**src/sv/efa_clear.sv**
```systemverilog
module efa_clear #(
  parameter int ADDR_BITS = 16
) (
  input  logic                 clk,
  input  logic                 rst,
  output logic                 clearing,
  output logic [ADDR_BITS-1:0] clear_addr
);

  localparam logic [ADDR_BITS-1:0] LAST_ADDR = '1;

  // sweep every entry once after reset, one write per cycle
  always_ff @(posedge clk) begin
    if (rst) begin
      clearing   <= 1'b1;
      clear_addr <= '0;
    end else if (clearing) begin
      clear_addr <= clear_addr + ADDR_BITS'(1);
      if (clear_addr == LAST_ADDR) begin
        clearing <= 1'b0;
      end
    end
  end

endmodule

```
**config.mk**
```make
export PLATFORM = sky130hd
export DESIGN_NAME = efa_clear
export DESIGN_NICKNAME = d
export VERILOG_FILES = /design/src/sv/efa_clear.sv
export SDC_FILE = /design/constraint.sdc
export NUM_CORES = 1
export LEC_CHECK = 0
export BUFFER_PORTS_ARGS = -buffer_cell sky130_fd_sc_hd__buf_2
export CAP_MARGIN = 5
export CORE_AREA = 2 2 45 47
export DETAILED_ROUTE_END_ITERATION = 10
export DIE_AREA = 0 0 47 49
export PLACE_DENSITY = 0.74
export SLEW_MARGIN = 30
export SYNTH_ARGS = -nofsm -noshare
export SYNTH_HDL_FRONTEND = slang
export SYNTH_SLANG_ARGS = --single-unit
```
**constraint.sdc**
```tcl
create_clock -name clk -period 1.4 [get_ports clk]
set_clock_uncertainty 0.2 [all_clocks]
set_input_delay 0.35 -clock clk [delete_from_list [all_inputs] [get_ports clk]]
set_output_delay 0.35 -clock clk [all_outputs]
set_load 0.02 [all_outputs]
```
# Yosys cells after proc, flatten, opt, wreduce, memory -nomap -nowiden
# Index checks and enable logic that the tools add are counted.
[op_classes] addsub=1 eq_ne=1 muxes=2
[ops] op="adder 16 x 1 -> 16 bit (second input constant)" count=1
[ops] op="== test 16 bit (second input constant)" count=1
[ops] op="2-to-1 mux 1 bit" count=2
[word_totals] ff_bits=17 input_bits=2 out_inout_bits=17 word_cells=6

# Depth between registers and ports, before layout
[logic_depth] word_depth=3 mapped_depth=5

# Worst setup path before layout
# No wires, ideal clock.
[synth_timing] path_type="reg-to-reg" start="reg clear_addr[0]" end="reg clear_addr[14]" arrival_time_ns=1.482 t_required_ns=1.130 setup_slack_ns=-0.352 path_stages_with_launch=6 path_buffers=0 synth_period_minus_slack_ns=1.752 path_cell_list="dfxtp_1 ha_1 and3_1 nand3_2 or3_1 a21oi_1"
[synth_between] elab_chain_cells=1
[synth_rtl] item="start, declared" line_no="7" text="output logic [ADDR_BITS-1:0] clear_addr"
[synth_rtl] item="start signal, assigned" line_no="18" text="clear_addr <= clear_addr + ADDR_BITS'(1);"
[synth_rtl] item="adder 16 x 1 -> 16 bit" line_no="18"
# No other way between the ends.
# A chain may end at the register's enable or synchronous reset.

# Worst setup path after layout
[layout_timing] start="reg clear_addr[4]" end="reg clear_addr[15]"
# Same word-level chain as after synthesis.

==> results by group <==
Run status
  – Status: finished with violations
  – Failing checks: negative setup slack

Flow run
  – Max-cap violation count: 0

CTS
  – Clock insertion delay at the later pin of the skew report: 280 ps
  – Clock-pin slew on the worst setup and hold paths: 90 ps
  – Clk sinks: 17
  – Root buf cell: clkbuf_4
  – Clock Tree Buf Depth: 2
  – CTS tree: yes
  – H-tree levels: 1
  – Cts bufs inserted: 3

Setup path
  – Startpoint Class: flop
  – Crit path DAT: 1500 ps
  – Max FO, Critical Path: 4
  – Critical path type: flop to flop
  – Flop2flop setup slack: -90 ps
  – Crit path capture type: flop
  – Worst path required time: 1420 ps

Global routing
  – Largest net degree at the start of global routing: 18
  – Tot GR Track Use: 19.8%
  – Antenna violations before repair: 0
  – First-pass GRT wire length: 3.24 mm
  – Grt total ovfl: 0
  – Vias in the first global route: 729

Yosys
  – Most frequent cell after synthesis: dfxtp_1
  – Largest area contributor in the netlist: dfxtp_1
  – Post-synthesis cell area: 743 µm²
  – Seq cells post-synth: 17
  – Leading cell types by total area after synthesis: dfxtp_1 46%, xor2_1 12%, nor2_1 6.6%, nand4_1 5.1%, and4_1 3.5%
  – Post-synth cell types: 20
  – Top-area cell type share of the netlist area: 45.8%
  – Main synth FF type: dfxtp_1
  – EDFF count, synth: 0
  – Syn avg cell area: 9.06 µm²
  – Syn Nets: 85
  – Sequential share of the synthesized area: 45.8%
  – Top cells by count, synth: 17 x dfxtp_1, 13 x nor2_1, 10 x xor2_1
  – Mapped Cells: 82
  – Yosys warning total: 0
  – Async S/R FF share, synth: 0%

STA
  – Worst rel slew slack: 79.7%
  – Hold Violations, Final: 0
  – Final setup vio count: 19
  – Unrepaired setup endpoints after global routing: yes
  – Worst setup margin: -85.8 ps
  – Period minus WS final: 1490 ps
  – Final period util: 106%
  – Slew @ Worst Pin: 305 ps
  – F_max: 673 MHz
  – Slew Viols, Final: 0
  – Hold slack: 218 ps

Layout
  – Final core utilization: 70.8%
  – Final nets: 134
  – Share of layout cells above drive strength 1: 57.7%
  – ANT cells: 0
  – Filler instances: 151
  – Synth-to-Final Area Change: 75.4%
  – Fin area: 1300 µm²

Floorplan
  – Die footprint: 2300 µm²
  – Starting Density: 40.4%
  – IO Pins: 19
  – Core Region: 1840 µm²
  – Row cnt: 16
  – Die width: 47 µm
  – Die height: 49 µm

Placement
  – Gpl congestion: 0.774
  – Placed cell area: 1040 µm²
  – Dpl hpwl: 1.24 mm
  – PortBufs: 18
  – Worst slack, placed: -67.0 ps

Detailed routing
  – Drt pass-1 iters: 4
  – Via count: 754
  – DRC: 0
  – Initial DRC Count: 9
  – ANT nets after route: 0
  – Avg Vias per Cell: 4.80
  – WL/cell: 12.8 µm
  – Post-Route WL: 2.01 mm

Power and ir drop
  – Leak: 0.566 nW
  – Max VDD drop: 534 µV
  – Pwr dens: 616 nW/µm²

Min path
  – Hold/Removal Path Class: input port to flop
==> cell families (layout without fill, tap and decap cells) <==
kind of cell,Yosys count,in the layout,share of synthesized area (%)
compound gates,7,7,4.71
simple gates,39,39,28.6
fa+ha+maj,1,1,1.68
buf+inv,5,53,3.70
flops,17,17,45.8
mux,1,1,1.35
xor+xnor,12,12,14.1
==> stage by stage <==
stage / setup TNS [ps] / cells / total power, mW
final: -587 / 157 / 0.803
after global routing: -1820 / 157 / 0.859
after CTS: -737 / 153 / 0.812
after detailed placement: -361 / 140 / 0.551
after global placement: -129 / 140 / 0.547
after floorplan: -205 / 82 / 0.526
==> worst max-delay path, stage by stage, from the launching register on <==
cell and delay, ps:
dfxtp_4 360, and4_4 280, nand3_2 110, or3_1 360, a21oi_1 120
==> sequential cells by signal (all words and copies together) (netlist names) <==
signal / cells
clear_addr: 16
clearing: 1
==> cells in the final DEF (no fill, tap or decap), types with 3 or more instances in the layout <==
cell      synthesis  routed
buf_4             2      23
buf_6             0      22
o21ai_0           4       3
nand4_1           6       6
clkbuf_4          0       3
a21oi_1           3       3
nor2_1           13      13
nand3_1           3       3
nand2_1           4       3
buf_2             1       4
xor2_1           10      10
or3_1             3       3
dfxtp_4           0      13
==> final cells by class <==
cell class	count	area, µm²	share of cell area (%)
clock buffers	4	26.3	2.02
multi-input cells	60	412	31.6
flip-flops and latches	17	392	30.0
well taps	27	33.8	2.59
repair buffers	49	440	33.8
==> worst paths after layout <==
path	endpoint	start	depth (start not counted)
hold / removal	clear_addr[12]	rst	2
setup reg to reg	clear_addr[15]	clear_addr[4]	4
hold reg to reg	clear_addr[15]	clear_addr[15]	2
setup / recovery	clear_addr[15]	clear_addr[4]	4
==> layer usage <==
metal	GRT usage, %	vias up	routed length [µm]
met5	0	-	0
met4	8.33	0	22
met3	3.33	2	50
met2	32.9	12	1080
met1	24.2	361	856
li1	-	379	-
==> power breakdown <==
part | leakage (nW) | internal, mW | switching, mW
logic | 0.403 | 0.0370 | 0.0334
clock network | 0.0150 | 0.111 | 0.142
registers | 0.148 | 0.471 | 0.00931
==> timing repair <==
action                                  in CTS  in global routing
pin swaps                                    7                  5
resized for setup                           39                  7
endpoints found under the setup margin      26                 29
gates cloned                                 0                  0
setup buffers                                9                  4
hold buffers                                 0                  0
No activity file was read; power rests on OpenSTA's default activity.
